## config.mk

```make
export PLATFORM = sky130hd
export DESIGN_NAME = primary_backup_view_tracker
export DESIGN_NICKNAME = d
export VERILOG_FILES = /design/src/rtl/pbvt_pkg.sv /design/src/rtl/primary_backup_view_tracker.sv /design/src/rtl/pbvt_ctrl.sv /design/src/rtl/pbvt_dpath.sv
export SDC_FILE = /design/constraint.sdc
export NUM_CORES = 1
export LEC_CHECK = 0
export ABC_AREA = 1
export BUFFER_PORTS_ARGS = -buffer_cell sky130_fd_sc_hd__buf_2
export CORE_MARGIN = 2
export CORE_UTILIZATION = 50
export CTS_CLUSTER_SIZE = 12
export DETAILED_ROUTE_END_ITERATION = 8
export PLACE_DENSITY = 0.79
export SYNTH_ARGS = -nofsm -noshare
export SYNTH_HDL_FRONTEND = slang
export SYNTH_HIERARCHICAL = 1
export SYNTH_SLANG_ARGS = --single-unit
```

## constraint.sdc

```tcl
create_clock -name clock -period 6.8 [get_ports clock]
set_clock_uncertainty 0.05 [all_clocks]
set_input_delay 0.34 -clock clock [delete_from_list [all_inputs] [get_ports clock]]
set_output_delay 0.34 -clock clock [all_outputs]
set_load 0.01 [all_outputs]
```

## src/rtl/pbvt_pkg.sv

```systemverilog
// shared types for the primary/backup view tracker
`timescale 1ns / 1ps

package pbvt_pkg;

   typedef enum logic [3:0] {
      ST_IDLE,
      ST_EXEC,
      ST_DROP,
      ST_DROP_TAIL,
      ST_REFILL_START,
      ST_REFILL_SCAN,
      ST_REFILL_FIN,
      ST_FINISH
   } state_type;

   // controller to datapath
   typedef struct packed {
      logic accept;        // capture request and role snapshot
      logic ping_apply;    // record ping for the captured replica
      logic tick_inc;      // advance the saturating tick count
      logic cnt_clear;     // restart the slot counter
      logic cnt_inc;       // step the slot counter
      logic drop_issue;    // read last-heard for the current slot
      logic refill_start;  // promote backup into an empty primary role
      logic refill_step;   // examine the live bit of the current slot
      logic refill_fin;    // commit refill candidates
      logic publish;       // bump view if roles changed, load response
   } cmd_type;

   // datapath to controller
   typedef struct packed {
      logic is_tick;
      logic cnt_last;
      logic out_busy;
   } status_type;

endpackage

```

## src/rtl/primary_backup_view_tracker.sv

```systemverilog
// top level of the primary/backup view tracker
`timescale 1ns / 1ps

// Heartbeat-driven primary/backup selector for up to MAX_REPLICAS numbered
// replicas. A request is either a ping (req_action 0) from req_replica_id or
// one time tick (req_action 1); every request yields exactly one response
// with the view number, both roles and the tick count after it. A tick walks the
// last-heard memory one slot per cycle through its single registered read
// port to drop silent replicas, then every request walks the live mask one
// slot per cycle to pick the lowest live replicas for empty roles. The
// response sits in an output register, so a new request is taken while the
// previous response is still waiting. The silence timeout, in ticks, is
// written through csr_we/csr_wdata and must only change while no request is
// in flight. The last-heard memory needs no clearing after reset since only
// the entries of live replicas are ever used.

module primary_backup_view_tracker #(
   parameter int MAX_REPLICAS = 16
) (
   input  logic        clock,
   input  logic        reset,
   // request channel
   input  logic        req_valid,
   output logic        req_ready,
   input  logic        req_action,
   input  logic [3:0]  req_replica_id,
   input  logic [31:0] req_client_view,
   // response channel
   output logic        rsp_valid,
   input  logic        rsp_ready,
   output logic [31:0] rsp_view_number,
   output logic        rsp_primary_valid,
   output logic [3:0]  rsp_primary_id,
   output logic        rsp_backup_valid,
   output logic [3:0]  rsp_backup_id,
   output logic [31:0] rsp_time_now,
   // silence timeout register
   input  logic        csr_we,
   input  logic [15:0] csr_wdata
);

   pbvt_pkg::cmd_type    cmd;
   pbvt_pkg::status_type status;

   // sequencer: accept, apply ping or tick, drop scan on a tick, refill scan, publish
   pbvt_ctrl u_ctrl (
      .clock     (clock),
      .reset     (reset),
      .req_valid (req_valid),
      .req_ready (req_ready),
      .status    (status),
      .cmd       (cmd)
   );

   // replica state, role registers and the response register
   pbvt_dpath #(
      .MAX_REPLICAS (MAX_REPLICAS)
   ) u_dpath (
      .clock             (clock),
      .reset             (reset),
      .cmd               (cmd),
      .status            (status),
      .req_action        (req_action),
      .req_replica_id    (req_replica_id),
      .req_client_view   (req_client_view),
      .csr_we            (csr_we),
      .csr_wdata         (csr_wdata),
      .rsp_valid         (rsp_valid),
      .rsp_ready         (rsp_ready),
      .rsp_view_number   (rsp_view_number),
      .rsp_primary_valid (rsp_primary_valid),
      .rsp_primary_id    (rsp_primary_id),
      .rsp_backup_valid  (rsp_backup_valid),
      .rsp_backup_id     (rsp_backup_id),
      .rsp_time_now      (rsp_time_now)
   );

endmodule

```

## src/rtl/pbvt_ctrl.sv

```systemverilog
// sequencing state machine for the primary/backup view tracker
`timescale 1ns / 1ps

module pbvt_ctrl (
   input  logic                 clock,
   input  logic                 reset,
   input  logic                 req_valid,
   output logic                 req_ready,
   input  pbvt_pkg::status_type status,
   output pbvt_pkg::cmd_type    cmd
);

   pbvt_pkg::state_type state_ff, state_in;

   always_ff @(posedge clock) begin
      if (reset) begin
         state_ff <= pbvt_pkg::ST_IDLE;
      end else begin
         state_ff <= state_in;
      end
   end

   always_comb begin
      state_in  = state_ff;
      cmd       = '0;
      req_ready = 1'b0;
      case (state_ff)
         pbvt_pkg::ST_IDLE: begin
            req_ready = 1'b1;
            if (req_valid) begin
               cmd.accept = 1'b1;
               state_in   = pbvt_pkg::ST_EXEC;
            end
         end
         pbvt_pkg::ST_EXEC: begin
            if (status.is_tick) begin
               cmd.tick_inc  = 1'b1;
               cmd.cnt_clear = 1'b1;
               state_in      = pbvt_pkg::ST_DROP;
            end else begin
               cmd.ping_apply = 1'b1;
               state_in       = pbvt_pkg::ST_REFILL_START;
            end
         end
         pbvt_pkg::ST_DROP: begin
            cmd.drop_issue = 1'b1;
            cmd.cnt_inc    = 1'b1;
            if (status.cnt_last) begin
               state_in = pbvt_pkg::ST_DROP_TAIL;
            end
         end
         pbvt_pkg::ST_DROP_TAIL: begin
            // last slot compare lands here
            state_in = pbvt_pkg::ST_REFILL_START;
         end
         pbvt_pkg::ST_REFILL_START: begin
            cmd.refill_start = 1'b1;
            cmd.cnt_clear    = 1'b1;
            state_in         = pbvt_pkg::ST_REFILL_SCAN;
         end
         pbvt_pkg::ST_REFILL_SCAN: begin
            cmd.refill_step = 1'b1;
            cmd.cnt_inc     = 1'b1;
            if (status.cnt_last) begin
               state_in = pbvt_pkg::ST_REFILL_FIN;
            end
         end
         pbvt_pkg::ST_REFILL_FIN: begin
            cmd.refill_fin = 1'b1;
            state_in       = pbvt_pkg::ST_FINISH;
         end
         pbvt_pkg::ST_FINISH: begin
            if (!status.out_busy) begin
               cmd.publish = 1'b1;
               state_in    = pbvt_pkg::ST_IDLE;
            end
         end
         default: begin
            state_in = pbvt_pkg::ST_IDLE;
         end
      endcase
   end

endmodule

```

## src/rtl/pbvt_dpath.sv

```systemverilog
// replica state, last-heard memory, role registers and response register
`timescale 1ns / 1ps

module pbvt_dpath #(
   parameter int MAX_REPLICAS = 16
) (
   input  logic                 clock,
   input  logic                 reset,
   input  pbvt_pkg::cmd_type    cmd,
   output pbvt_pkg::status_type status,
   input  logic                 req_action,
   input  logic [3:0]           req_replica_id,
   input  logic [31:0]          req_client_view,
   input  logic                 csr_we,
   input  logic [15:0]          csr_wdata,
   output logic                 rsp_valid,
   input  logic                 rsp_ready,
   output logic [31:0]          rsp_view_number,
   output logic                 rsp_primary_valid,
   output logic [3:0]           rsp_primary_id,
   output logic                 rsp_backup_valid,
   output logic [3:0]           rsp_backup_id,
   output logic [31:0]          rsp_time_now
);

   localparam int IDX_W = (MAX_REPLICAS > 1) ? $clog2(MAX_REPLICAS) : 1;
   localparam logic [IDX_W-1:0] LAST_SLOT = IDX_W'(MAX_REPLICAS - 1);

   // last-heard memory, only ever compared for live replicas
   logic [31:0] heard_mem [MAX_REPLICAS];
   logic [31:0] heard_rd_ff;

   logic [MAX_REPLICAS-1:0] live_ff, live_in;
   logic [31:0]      tick_ff, tick_in;
   logic [31:0]      view_ff, view_in;
   logic             hp_ff, hp_in, hb_ff, hb_in;
   logic [IDX_W-1:0] pidx_ff, pidx_in, bidx_ff, bidx_in;
   logic [15:0]      dead_ff;

   logic             act_ff;
   logic [3:0]       id_ff;
   logic [31:0]      cview_ff;
   logic             pv0_ff, bv0_ff;
   logic [IDX_W-1:0] pi0_ff, bi0_ff;

   logic [IDX_W-1:0] cnt_ff, cnt_in;
   logic             chk_v_ff;
   logic [IDX_W-1:0] chk_idx_ff;

   logic             f1v_ff, f1v_in, f2v_ff, f2v_in, fxv_ff, fxv_in;
   logic [IDX_W-1:0] f1_ff, f1_in, f2_ff, f2_in, fx_ff, fx_in;

   logic             rv_ff, rv_in;
   logic [31:0]      r_view_ff, r_time_ff;
   logic             r_pv_ff, r_bv_ff;
   logic [3:0]       r_pid_ff, r_bid_ff;

   logic [IDX_W-1:0] ping_idx;
   logic             ping_ok;
   logic             expired;
   logic             roles_changed;

   assign ping_idx = IDX_W'(id_ff);
   assign ping_ok  = 8'(id_ff) < 8'(MAX_REPLICAS);
   assign expired  = {1'b0, tick_ff} >= ({1'b0, heard_rd_ff} + {17'b0, dead_ff});
   assign roles_changed = (pv0_ff != hp_ff) || (pv0_ff && hp_ff && pi0_ff != pidx_ff) ||
                          (bv0_ff != hb_ff) || (bv0_ff && hb_ff && bi0_ff != bidx_ff);

   assign status.is_tick  = act_ff;
   assign status.cnt_last = cnt_ff == LAST_SLOT;
   assign status.out_busy = rv_ff && !rsp_ready;

   always_ff @(posedge clock) begin
      if (cmd.ping_apply && ping_ok) begin
         heard_mem[ping_idx] <= tick_ff;
      end
      heard_rd_ff <= heard_mem[cnt_ff];
   end

   always_comb begin
      live_in = live_ff;
      tick_in = tick_ff;
      view_in = view_ff;
      hp_in   = hp_ff;
      pidx_in = pidx_ff;
      hb_in   = hb_ff;
      bidx_in = bidx_ff;
      cnt_in  = cnt_ff;
      f1v_in  = f1v_ff;
      f1_in   = f1_ff;
      f2v_in  = f2v_ff;
      f2_in   = f2_ff;
      fxv_in  = fxv_ff;
      fx_in   = fx_ff;
      rv_in   = rv_ff && !rsp_ready;

      if (cmd.cnt_clear) begin
         cnt_in = '0;
      end else if (cmd.cnt_inc && cnt_ff != LAST_SLOT) begin
         cnt_in = cnt_ff + 1'b1;
      end

      if (cmd.ping_apply && ping_ok) begin
         live_in[ping_idx] = 1'b1;
         // restarted primary gives up its role
         if (hp_ff && pidx_ff == ping_idx && cview_ff == 32'd0) begin
            hp_in   = 1'b0;
            pidx_in = '0;
         end
      end

      if (cmd.tick_inc && tick_ff != 32'hFFFF_FFFF) begin
         tick_in = tick_ff + 32'd1;
      end

      if (chk_v_ff && live_ff[chk_idx_ff] && expired) begin
         live_in[chk_idx_ff] = 1'b0;
         if (hp_ff && pidx_ff == chk_idx_ff) begin
            hp_in   = 1'b0;
            pidx_in = '0;
         end
         if (hb_ff && bidx_ff == chk_idx_ff) begin
            hb_in   = 1'b0;
            bidx_in = '0;
         end
      end

      if (cmd.refill_start) begin
         f1v_in = 1'b0;
         f2v_in = 1'b0;
         fxv_in = 1'b0;
         if (!hp_ff && hb_ff) begin
            hp_in   = 1'b1;
            pidx_in = bidx_ff;
            hb_in   = 1'b0;
            bidx_in = '0;
         end
      end

      if (cmd.refill_step && live_ff[cnt_ff]) begin
         if (!f1v_ff) begin
            f1v_in = 1'b1;
            f1_in  = cnt_ff;
         end else if (!f2v_ff) begin
            f2v_in = 1'b1;
            f2_in  = cnt_ff;
         end
         if (!fxv_ff && cnt_ff != pidx_ff) begin
            fxv_in = 1'b1;
            fx_in  = cnt_ff;
         end
      end

      if (cmd.refill_fin) begin
         if (!hp_ff) begin
            // no primary means no backup either after promotion
            hp_in   = f1v_ff;
            pidx_in = f1v_ff ? f1_ff : '0;
            hb_in   = f2v_ff;
            bidx_in = f2v_ff ? f2_ff : '0;
         end else if (!hb_ff) begin
            hb_in   = fxv_ff;
            bidx_in = fxv_ff ? fx_ff : '0;
         end
      end

      if (cmd.publish) begin
         rv_in   = 1'b1;
         view_in = view_ff + 32'(roles_changed);
      end
   end

   always_ff @(posedge clock) begin
      if (reset) begin
         live_ff  <= '0;
         tick_ff  <= '0;
         view_ff  <= '0;
         hp_ff    <= 1'b0;
         pidx_ff  <= '0;
         hb_ff    <= 1'b0;
         bidx_ff  <= '0;
         dead_ff  <= 16'd5;
         cnt_ff   <= '0;
         chk_v_ff <= 1'b0;
         rv_ff    <= 1'b0;
      end else begin
         live_ff  <= live_in;
         tick_ff  <= tick_in;
         view_ff  <= view_in;
         hp_ff    <= hp_in;
         pidx_ff  <= pidx_in;
         hb_ff    <= hb_in;
         bidx_ff  <= bidx_in;
         cnt_ff   <= cnt_in;
         chk_v_ff <= cmd.drop_issue;
         rv_ff    <= rv_in;
         if (csr_we) begin
            dead_ff <= csr_wdata;
         end
      end
   end

   // payload registers
   always_ff @(posedge clock) begin
      chk_idx_ff <= cnt_ff;
      f1v_ff     <= f1v_in;
      f1_ff      <= f1_in;
      f2v_ff     <= f2v_in;
      f2_ff      <= f2_in;
      fxv_ff     <= fxv_in;
      fx_ff      <= fx_in;
      if (cmd.accept) begin
         act_ff   <= req_action;
         id_ff    <= req_replica_id;
         cview_ff <= req_client_view;
         pv0_ff   <= hp_ff;
         pi0_ff   <= pidx_ff;
         bv0_ff   <= hb_ff;
         bi0_ff   <= bidx_ff;
      end
      if (cmd.publish) begin
         r_view_ff <= view_in;
         r_time_ff <= tick_ff;
         r_pv_ff   <= hp_ff;
         r_pid_ff  <= hp_ff ? 4'(pidx_ff) : 4'd0;
         r_bv_ff   <= hb_ff;
         r_bid_ff  <= hb_ff ? 4'(bidx_ff) : 4'd0;
      end
   end

   assign rsp_valid         = rv_ff;
   assign rsp_view_number   = r_view_ff;
   assign rsp_primary_valid = r_pv_ff;
   assign rsp_primary_id    = r_pid_ff;
   assign rsp_backup_valid  = r_bv_ff;
   assign rsp_backup_id     = r_bid_ff;
   assign rsp_time_now      = r_time_ff;

endmodule

```

# Word level (Yosys, flattened, before mapping)
# Memories as Yosys holds them, arrays and structs flattened. A register that Yosys moved wholly into a read port is not among the register bits.
# Index checks and enable logic that the tools add are counted.
[totals]
register_bits = 256
ramBits = 512
wordCells = 179
mem_count = 1
[mem_list]
columns = ["name", "words", "width", "read_ports", "rd_clocked_by_memory_dff", "write_ports", "line", "rtl"]
rows = [
  ["u_dpath.heard_mem", 16, 32, 1, 1, 1, "pbvt_dpath.sv:30", "logic [31:0] heard_mem [MAX_REPLICAS];"],
]
[op_classes]
eq_ne = 22
bitwise_logic = 5
n_reduce_logical = 32
addsub = 4
n_lt_le_gt_ge = 6
n_mux = 77
[ops]
columns = ["operator", "count"]
rows = [
  ["2-to-1 mux 4 bit", 22],
  ["2-to-1 mux 1 bit", 43],
  ["adder 32 x 16 -> 33 bit", 1],
  [">= comparator 32 x 33 -> 1 bit", 1],
  ["adder 32 x 1 -> 32 bit", 1],
  ["adder 32 x 1 -> 32 bit, second input constant", 1],
  ["logical NOT 32 bit", 1],
  ["2-to-1 mux 16 bit", 2],
  ["2-to-1 mux 32 bit", 1],
  ["inequality test 32 bit, second input constant", 1],
  ["one-hot mux 4 bit (8 select lines)", 1],
  ["logical AND 1 bit", 18],
  ["AND 16 bit", 1],
  ["equality test 4 x 3 -> 1 bit, second input constant", 4],
  ["NOT 16 bit", 1],
  ["bitwise OR 16 bit", 1],
  ["less-than comparator 4 x 5 -> 1 bit, second input constant", 3],
  ["equality test 4 bit", 3],
  ["inequality test 4 bit", 3],
  ["binary-select mux 1 bit (select 4 bit)", 2],
  ["demux 1 bit (select 4 bit)", 2],
  ["equality test 4 x 2 -> 1 bit, second input constant", 2],
  [">= comparator 4 x 1 -> 1 bit, second input constant", 2],
  ["inequality test 2 bit, second input constant", 4],
  ["16 further kinds", 25],
]

# Longest topological paths before layout
# Gate-level depths: netlist of run 1.
[logic_depth]
word_depth = 11
ltp_mapped = 28
ltp_nobuf = 28

# By module
# The synthesis of run 1 kept the hierarchy.
[by_module_without_submodules]
columns = ["module", "cells_per_inst", "area_each_um2", "instances"]
rows = [
  ["pbvt_dpath", 2875, 32703.9, 1],
  ["pbvt_ctrl", 57, 400.4, 1],
]

# Worst setup path after synthesis of run 1
# No wires, ideal clock.
[synth_path]
path_kind = "register to register"
start = "register u_ctrl.state_ff[1]"
end = "register u_dpath.r_view_ff[31] (netlist: u_dpath/rsp_view_number[31]), data pin"
path_stages_with_launch = 14
arrival_ns = 5.406
path_slack_ns = 1.085
setup_time_ns = 0.260
synth_period_minus_slack_ns = 5.715
cell_sequence = "dfxtp_1 buf_6 nand3_1 nor2_1 nand4_2 nor2_2 nand3_2 nor3_2 nand2_2 nor2_4 nand2_2 nor2_4 nand2_2 xnor2_2"
[synth_lines]
columns = ["item", "line", "rtl"]
rows = [
  ["from (decl)", "pbvt_ctrl.sv:13", "pbvt_pkg::state_type state_ff, state_in;"],
  ["from (signal assigned)", "pbvt_ctrl.sv:17", "state_ff <= pbvt_pkg::ST_IDLE;"],
  ["from (signal assigned)", "pbvt_ctrl.sv:19", "state_ff <= state_in;"],
  ["to (signal assigned)", "pbvt_dpath.sv:222", "r_view_ff <= view_in;"],
  ["to (decl)", "pbvt_dpath.sv:54", "logic [31:0] r_view_ff, r_time_ff;"],
]

# Worst setup path after layout of run 1
[layout_path]
start = "register u_dpath.dead_ff[15]"
end = "register u_dpath.bidx_ff[0]"
[layout_between]
elab_chain_cells = 9
[layout_lines]
columns = ["item", "line", "rtl"]
rows = [
  ["from (decl)", "pbvt_dpath.sv:38", "logic [15:0] dead_ff;"],
  ["from (signal assigned)", "pbvt_dpath.sv:198", "dead_ff <= csr_wdata;"],
  ["adder 32 x 16 -> 33 bit *", "pbvt_dpath.sv:65", "assign expired = {1'b0, tick_ff} >= ({1'b0, heard_rd_ff} + {17'b0, dead_ff});"],
  [">= comparator 32 x 33 -> 1 bit *", "pbvt_dpath.sv:65", ""],
  ["logical AND 1 bit *", "pbvt_dpath.sv:116", "if (chk_v_ff && live_ff[chk_idx_ff] && expired) begin"],
  ["2-to-1 mux 4 bit *", "pbvt_dpath.sv:116", ""],
  ["2-to-1 mux 4 bit", "pbvt_dpath.sv:132", "if (!hp_ff && hb_ff) begin"],
  ["2-to-1 mux 4 bit *", "pbvt_dpath.sv:128", "if (cmd.refill_start) begin"],
  ["2-to-1 mux 4 bit", "pbvt_dpath.sv:161", "end else if (!hb_ff) begin"],
  ["2-to-1 mux 4 bit", "pbvt_dpath.sv:155", "if (!hp_ff) begin"],
  ["2-to-1 mux 4 bit *", "pbvt_dpath.sv:154", "if (cmd.refill_fin) begin"],
  ["to (signal assigned)", "pbvt_dpath.sv:193", "bidx_ff <= bidx_in;"],
  ["to (decl)", "pbvt_dpath.sv:37", "logic [IDX_W-1:0] pidx_ff, pidx_in, bidx_ff, bidx_in;"],
]
# Mark *: on every way between the ends. The rest lies on a longest branch, timed or not.
# A chain may end at the register's enable or synchronous reset.

==> summary.md, run 1 <==
| Metric | Value |
|---|---|
| Initial antenna violation count | `0` |
| Power Density | `337.1 nW/µm²` |
| Clk pin slew, worst setup/hold paths | `60 ps` |
| CP startpoint kind | `register` |
| Final nets | `3217` |
| Worst slew pin tran | `1182 ps` |
| Layout Area Growth over Synthesis | `13.63%` |
| DRC Markers | `0` |
| Rows | `94` |
| Yosys reg bits | `799` |
| Antenna diode count | `0` |
| Largest family of logic cells by synthesized area | `simple AND/OR/NAND/NOR gates` |
| Final period util | `0.5930` |
| Synthesized net count | `3045` |
| Placer Congestion | `0.8848` |
| Critical path class | `register to register` |
| Leak | `13.77 nW` |
| Adder-cell share of the synthesized area | `0.02101` |
| Synth Cell Area | `33100 µm²` |
| Vias in the first global route | `22720` |
| Initial cell density of the core | `0.5044` |
| Yosys warns | `6` |
| Final setup viols | `0` |
| Post-CTS setup buffers | `0` |
| Most frequent cells in the layout | `edfxtp_1 (645), nor2_1 (431), nand2_1 (429)` |
| Post-DP HPWL | `46000 µm` |
| CORE AREA | `65630 µm²` |
| XOR/XNOR share of the synthesized area | `0.02321` |
| Die Wd | `261.3 µm` |
| Minimum clock period | `4032 ps` |
| Final hold vios | `0` |
| Clk sinks | `799` |
| Worst skew pair latency | `610 ps` |
| CTS root buf | `clkbuf_16` |
| Total track usage | `0.2458` |
| Post-CTS Hold Fix Bufs | `53` |
| Synthesized area per cell | `11.29 µm²` |
| FMAX | `248.0 MHz` |
| Seq/Total Area, Yosys | `0.6782` |
| Critical Path End Type | `register` |
| H-tree depth | `3` |
| GRT overflow | `0` |
| Layout cell share with drive strength beyond 1 | `0.1083` |
| DRT Wirelength | `84720 µm` |
| RSZ-0062 raised after global routing | `false` |
| Slew Viols, Final | `0` |
| CTS tree | `built` |
| Wirelength per Cell | `21.02 µm` |
| Status | `completed` |
| Die ar. | `68280 µm²` |
| TritonRoute pass-1 iters | `5` |
| I/O Pins | `134` |
| Post-synthesis mux area share | `0.0003024` |
| Complex-gate fraction of the synthesized area | `0.09729` |
| Worst Hold Class | `primary input to register` |
| CP Data Arrival Time | `4480 ps` |
| Global-route wire length before repair | `128200 µm` |
| Clock Path Buffers | `3` |
| Pin count of the biggest net entering global routing | `104` |
| Worst vdd ir | `0.3571 mV` |
| Via Count | `23430` |
| PortBufs | `133` |
| Crit path max fanout | `19` |
| Data required time at the worst endpoint | `7250 ps` |
| CTS Buf Count | `78` |
| Most common cell after layout, fill and taps aside | `edfxtp_1` |
| Max Cap Violations | `0` |
| Post-Syn Instances | `2932` |
| Slew HR | `0.2058` |
| Placed cell area | `34760 µm²` |
| Setup tns final | `0 ps` |
| First DRT Iteration DRCs | `2847` |
| Vias per inst | `5.814` |
| DRT antenna net count | `0` |
| Post-synthesis cell type count | `57` |
| Die Y | `261.3 µm` |
| Simple-Gate Fraction of Synth Area | `0.1437` |
| CTS resizes | `0` |
| Design Area, Final | `37610 µm²` |
## cell usage after synthesis (all sizes together)
| master | instances | area [µm²] |
|---|---|---|
| or2 | 6 | 37.54 |
| mux2i | 1 | 10.01 |
| xor2 | 59 | 516.8 |
| nor3 | 40 | 226.5 |
| and2 | 9 | 56.30 |
| a21boi | 2 | 15.02 |
| o31ai | 3 | 22.52 |
| fa | 1 | 20.02 |
| a31oi | 5 | 31.28 |
| a21o | 1 | 7.510 |
| xnor2 | 27 | 251.5 |
| o21ai | 311 | 1556 |
| o41ai | 2 | 17.52 |
| edfxtp | 645 | 19370 |
| a221oi | 5 | 43.79 |
| a211oi | 1 | 7.510 |
| o221ai | 1 | 8.760 |
| nor2 | 461 | 1790 |
| dfxtp | 154 | 3083 |
| nand2 | 445 | 1720 |
| nand3 | 52 | 317.8 |
| clkbuf | 117 | 439.2 |
| and3 | 2 | 12.51 |
| o22ai | 135 | 844.6 |
| ha | 54 | 675.7 |
| clkinv | 2 | 7.510 |
| o21a | 2 | 15.01 |
| o2111ai | 2 | 17.52 |
| o311ai | 1 | 8.760 |
| nand4 | 72 | 456.7 |
| a221o | 1 | 10.01 |
| o211ai | 18 | 135.1 |
| buf | 15 | 106.3 |
| nand3b | 2 | 15.01 |
| nor4 | 16 | 115.1 |
| a21oi | 83 | 419.2 |
| nor4b | 1 | 8.760 |
| inv | 170 | 648.1 |
| a22oi | 8 | 60.06 |
## layer usage
layer	global-route usage	vias to the layer above	wire length [µm]
met1	0.3125	11170	31850
met3	0.04375	237	8248
li1	-	10720	-
met4	0.1198	0	3899
met5	0	-	0
met2	0.4090	1306	40720
## worst max-delay path, stage by stage (launching register included)
cell and delay (ps):
dfxtp_1 310, ha_1 350, nand2_1 120, o21ai_0 190
inv_1 80, o311ai_0 570, and2_1 260, nand2_1 70
xor2_1 150, ha_1 280, nand2_1 70, nor3_1 180
nand2_1 70, nor3_1 140, nand2_1 70, nand3_1 60
nand2_1 60, nand2_2 380, nand3_4 180, nand2_1 100
nand2_1 50, nand2_1 60, nor2_1 60
## worst paths after layout
check	depth (start not counted)	slack, ps	start	to
worst max-delay path	22	2770	u_dpath/dead_ff[15]	u_dpath/bidx_ff[0]
worst min-delay path	4	30	rsp_ready	u_dpath/rsp_valid
worst max register to register	22	2770	u_dpath/dead_ff[15]	u_dpath/bidx_ff[0]
worst min register to register	2	410	u_dpath/dead_ff[0]	u_dpath/dead_ff[0]
## area by class of cell
cell class,count,area [µm²]
multi-input cells,1829,9607
flip-flops and latches,799,22460
inverters,172,661.9
fillers,5162,28010
repair buffers,224,1481
well taps,864,1081
clock inverters,8,58.81
clock buffers,134,2266
## power breakdown
group | switching [W] | internal (W)
combinational | 0.00192 | 0.000901
sequential | 0.000279 | 0.00558
clock | 0.00174 | 0.00226
## per-stage QoR
step,hold slack [ps],util,setup slack (ps),power (W),instances
after floorplan,316.8,-,1085,0.007898,2932
after CTS,5.069,0.5732,2790,0.01266,4030
after detailed placement,403.8,0.5296,2799,0.008675,3835
after global placement,392.5,0.5296,2878,0.008593,3835
final,28.49,0.5732,2768,0.01268,4030
after global routing,102.7,0.5732,2394,0.01324,4030
## registers in the layout, summed over array words and instances (netlist names), 16 cells and up
signal and count:
u_dpath/view_ff 32, u_dpath/rsp_view_number 32, u_dpath/rsp_time_now 32, u_dpath/dead_ff 16, u_dpath/heard_mem 512, u_dpath/tick_ff 32
u_dpath/cview_ff 32, u_dpath/heard_rd_ff 32, u_dpath/live_ff 16
## cell families after synthesis
logic type / Yosys count
buffers and inverters: 304
AND/OR/NAND/NOR: 1106
multiplexers: 1
adder cells (fa/ha/maj): 55
AO/OA/AOI/OAI: 581
XOR/XNOR: 86
flip-flops: 799
Power figures use the tool's default switching activity.
==> run 2, diff against run 1 <==
--- a/config.mk
+++ b/config.mk
@@ -5,13 +5,13 @@
 export SDC_FILE = /design/constraint.sdc
 export NUM_CORES = 1
 export LEC_CHECK = 0
-export ABC_AREA = 1
+export ABC_AREA = 0
 export BUFFER_PORTS_ARGS = -buffer_cell sky130_fd_sc_hd__buf_2
 export CORE_MARGIN = 2
 export CORE_UTILIZATION = 50
 export CTS_CLUSTER_SIZE = 12
 export DETAILED_ROUTE_END_ITERATION = 8
-export PLACE_DENSITY = 0.79
+export PLACE_DENSITY = 0.81
 export SYNTH_ARGS = -nofsm -noshare
 export SYNTH_HDL_FRONTEND = slang
 export SYNTH_HIERARCHICAL = 1
==> constraint.sdc (replaced) <==
create_clock -name clock -period 3.4 [get_ports clock]
set_clock_uncertainty 0.05 [all_clocks]
set_input_delay 0.17 -clock clock [delete_from_list [all_inputs] [get_ports clock]]
set_output_delay 0.17 -clock clock [all_outputs]
set_load 0.01 [all_outputs]
==> run 2 against run 1 <==
- the flow now finishes with violations (negative setup slack)
- register-to-register slack lost 3600 ps
- sequential share of layout area is 0.49 points lower
- synthesized cell count down 39%
- critical endpoint is now u_dpath/bidx_ff[3]
- maximum frequency fell by 4.6%
- final cell count fell by 24%
- via count is 24% lower
- design area grew 0.86%
- clock power grew 110%
- core utilization grew 3.2 points
- highest routed layer is now met5
- wire length fell by 14%
==> summary.md, run 2 <==
| Metric | Value |
|---|---|
| Ys flop type | `edfxtp_1 (unchanged)` |
| PortBufs | `133 (unchanged)` |
| Post-DP HPWL | `42850 µm (was 46000 µm)` |
| Critical Path End Type | `register (unchanged)` |
| Synthesized net count | `1902 (was 3045)` |
| Worst slew pin tran | `1093 ps (was 1182 ps)` |
| Largest register FFs | `512 (unchanged)` |
| RSZ-0062 raised after global routing | `true (was false)` |
| Placer Congestion | `0.8739 (was 0.8848)` |
| Slew Viols, Final | `0 (unchanged)` |
| I/O Pins | `134 (unchanged)` |
| Via Count | `17890 (was 23430)` |
| Final worst slack | `-827.9 ps (was 2768 ps)` |
| DRC Markers | `0 (unchanged)` |
| CTS root buf | `clkbuf_16 (unchanged)` |
| Synth Cell Area | `31570 µm² (was 33100 µm²)` |
| Wirelength per Cell | `23.67 µm (was 21.02 µm)` |
| H-tree depth | `3 (unchanged)` |
| Slowest stage delay, CP | `340 ps (was 570 ps)` |
| FMAX | `236.5 MHz (was 248.0 MHz)` |
| Die Y | `255.3 µm (was 261.3 µm)` |
| Die Wd | `255.3 µm (was 261.3 µm)` |
| Fill cells | `4373 (was 5162)` |
| Worst vdd ir | `0.3997 mV (was 0.3571 mV)` |
| CORE AREA | `62740 µm² (was 65630 µm²)` |
| Vias in the first global route | `18630 (was 22720)` |
| Pin count of the biggest net entering global routing | `77 (was 104)` |
| Minimum clock period | `4228 ps (was 4032 ps)` |
| Clk sinks | `799 (unchanged)` |
| WP buf/inv | `1 (unchanged)` |
| Most common cell after layout, fill and taps aside | `edfxtp_1 (unchanged)` |
| TritonRoute pass-1 iters | `5 (unchanged)` |
| Slew HR | `0.2710 (was 0.2058)` |
| Post-synthesis cell type count | `71 (was 57)` |
| DRT antenna net count | `0 (unchanged)` |
| Vias per inst | `5.840 (was 5.814)` |
| Final period util | `1.244 (was 0.5930)` |
| Worst Hold Class | `primary input to register (unchanged)` |
| Yosys reg bits | `799 (unchanged)` |
| CP startpoint kind | `register (unchanged)` |
| Most numerous cell in the Yosys netlist | `edfxtp_1 (unchanged)` |
| Final setup viols | `26 (was 0)` |
| Synthesized area per cell | `17.65 µm² (was 11.29 µm²)` |
| Top cells by count, synth | `edfxtp_1 (645), mux4_2 (170), dfxtp_1 (154) (was edfxtp_1 (645), nor2_1 (451), nand2_1 (429))` |
| Die ar. | `65170 µm² (was 68280 µm²)` |
| Max Cap Violations | `0 (unchanged)` |
| Seq/Total Area, Yosys | `0.7111 (was 0.6782)` |
| DRT Wirelength | `72530 µm (was 84720 µm)` |
| Final nets | `2266 (was 3217)` |
| Rows | `92 (was 94)` |
| CP Data Arrival Time | `4690 ps (was 4480 ps)` |
| Final hold vios | `0 (unchanged)` |
| Violated checks | `negative setup slack` |
| Area leader, netlist | `edfxtp_1 (unchanged)` |
| Worst path most repeated cell | `ha_1 (was nand2_1)` |
| Top cell type's share of synthesized area | `0.6135 (was 0.5851)` |
| Power Density | `590.1 nW/µm² (was 337.1 nW/µm²)` |
| CTS Buf Count | `81 (was 78)` |
| Critical path class | `register to register (unchanged)` |
| Crit path max fanout | `5 (was 19)` |
| Worst skew pair latency | `630 ps (was 610 ps)` |
| Clk pin slew, worst setup/hold paths | `60 ps (about the same)` |
| Post-synth EDFFs | `645 (unchanged)` |
| Global-route wire length before repair | `110000 µm (was 128200 µm)` |
| Post-Syn Instances | `1789 (was 2932)` |
| Largest cells by area after synthesis | `edfxtp_1 (61%), mux4_2 (12%), dfxtp_1 (9.8%) (was edfxtp_1 (59%), dfxtp_1 (9.3%), nor2_1 (5.1%))` |
| First DRT Iteration DRCs | `1598 (was 2847)` |
| Status | `complete, but fails checks (was completed)` |
| Leak | `13.00 nW (was 13.77 nW)` |
| Data required time at the worst endpoint | `3860 ps (was 7250 ps)` |
| Cell breakdown of the critical path | `ha_1 > a21o_1 > a21oi_2 > o211a_1 > o31ai_2 > a41o_1 > nand2_1 > nor2_2 > xnor2_1 > ha_1 > nand4_1 > a21oi_1 > or3_1 > a211o_1 > a31o_4 > and4_4 > buf_4 > nand3b_1 > a221oi_2 (was ha_1 > nand2_1 > o21ai_0 > inv_1 > o311ai_0 > and2_1 > nand2_1 > xor2_1 > ha_1 > nand2_1 > nor3_1 > nand2_1 > nor3_1 > nand2_1 > nand3_1 > nand2_1 > nand2_2 > nand3_4 > nand2_1 > nand2_1 > nand2_1 > nor2_1)` |
| GRT overflow | `0 (unchanged)` |
| Post-synth ARST share | `0 (unchanged)` |
| Slowest stage cell, crit path | `dfxtp_1 (was o311ai_0)` |
| Layout cell share with drive strength beyond 1 | `0.2992 (was 0.1083)` |
| CP top delay family | `compound AO/OA/AOI/OAI gates (was simple AND/OR/NAND/NOR gates)` |
| Setup tns final | `-17930 ps (was 0 ps)` |
| Most frequent cells in the layout | `edfxtp_1 (645), mux4_2 (170), buf_4 (158) (was edfxtp_1 (645), nor2_1 (431), nand2_1 (429))` |
| Total track usage | `0.2258 (was 0.2458)` |
| Largest Register | `u_dpath/heard_mem (unchanged)` |
| Layout Area Growth over Synthesis | `20.16% (was 13.63%)` |
| Yosys warns | `6 (unchanged)` |
| Initial cell density of the core | `0.5033 (was 0.5044)` |
| Clock Path Buffers | `3 (unchanged)` |
| Initial antenna violation count | `3 (was 0)` |
| Minimum hold slack | `96.80 ps (was 28.49 ps)` |
| CTS tree | `built (unchanged)` |
## run 2: cells by family (layout without fill, tap and decap cells)
| kind of cell | after synthesis | after routing | synth area share |
|---|---|---|---|
| fa+ha+maj | 55 | 55 | 0.02203 |
| compound gates | 142 | 142 | 0.03095 |
| buf+inv | 98 | 525 | 0.01205 |
| xor+xnor | 107 | 107 | 0.02968 |
| mux | 190 | 190 | 0.1279 |
| other cells | 0 | 2 | 0 |
| flops | 799 | 799 | 0.7111 |
| simple gates | 398 | 398 | 0.06630 |
## run 2: where the power goes
group          leakage [nW]  total (W)  switching (W)  internal, W
Combinational          4.63    0.00269        0.00130      0.00139
Clock                  1.18    0.00842        0.00355      0.00486
Sequential             7.20     0.0113       0.000319       0.0110
Total                  13.0     0.0224        0.00517       0.0172
## run 2: through the flow
step	setup WS (ps)	instances	instance area [µm²]	utilization	power, W
2_1_floorplan	-750.7	1789	31720	-	0.01315
3_3_place_gp	-885.4	2851	34580	0.5513	0.01392
3_5_place_dp	-988.2	2851	34580	0.5513	0.01404
4_1_cts	-856.4	3056	37750	0.6017	0.02249
5_1_grt	-1006	3064	37940	0.6047	0.02313
6_report	-827.9	3064	37940	0.6047	0.02239
## run 2: final timing paths
path	from	endpoint	slack, ps	cells after the start
max	u_dpath/dead_ff[1]	u_dpath/bidx_ff[3]	-830	19
min	reset	u_dpath/view_ff[21]	100	2
max reg2reg	u_dpath/dead_ff[1]	u_dpath/bidx_ff[3]	-830	19
min reg2reg	u_dpath/fxv_ff	u_dpath/fxv_ff	460	1
## run 2: area by class of cell
| type | count | area (µm²) | share of cell area |
|---|---|---|---|
| Sequential cell | 799 | 22470 | 0.5922 |
| Multi-Input combinational cell | 892 | 9230 | 0.2433 |
| Timing Repair Buffer | 358 | 2633 | 0.06939 |
| Clock buffer | 132 | 2270 | 0.05983 |
| Tap cell | 846 | 1059 | 0.02790 |
| Clock inverter | 14 | 192.7 | 0.005079 |
| Inverter | 21 | 82.58 | 0.002177 |
| Antenna cell | 2 | 5.005 | 0.0001319 |
## run 2: what timing repair did
action	CTS	global route
buffers inserted	6	6
endpoints found under the setup margin	26	34
resized for setup	25	25
cloned	0	0
hold buffers	54	0
endpoints found under the hold margin	54	0
pin swaps	22	18
## run 2: routing by layer
layer,vias up,routed length (µm),track usage
li1,7798,-,-
met1,9217,27900,0.2866
met5,-,12,0
met4,2,2125,0.08237
met3,137,4871,0.03458
met2,740,37620,0.3953
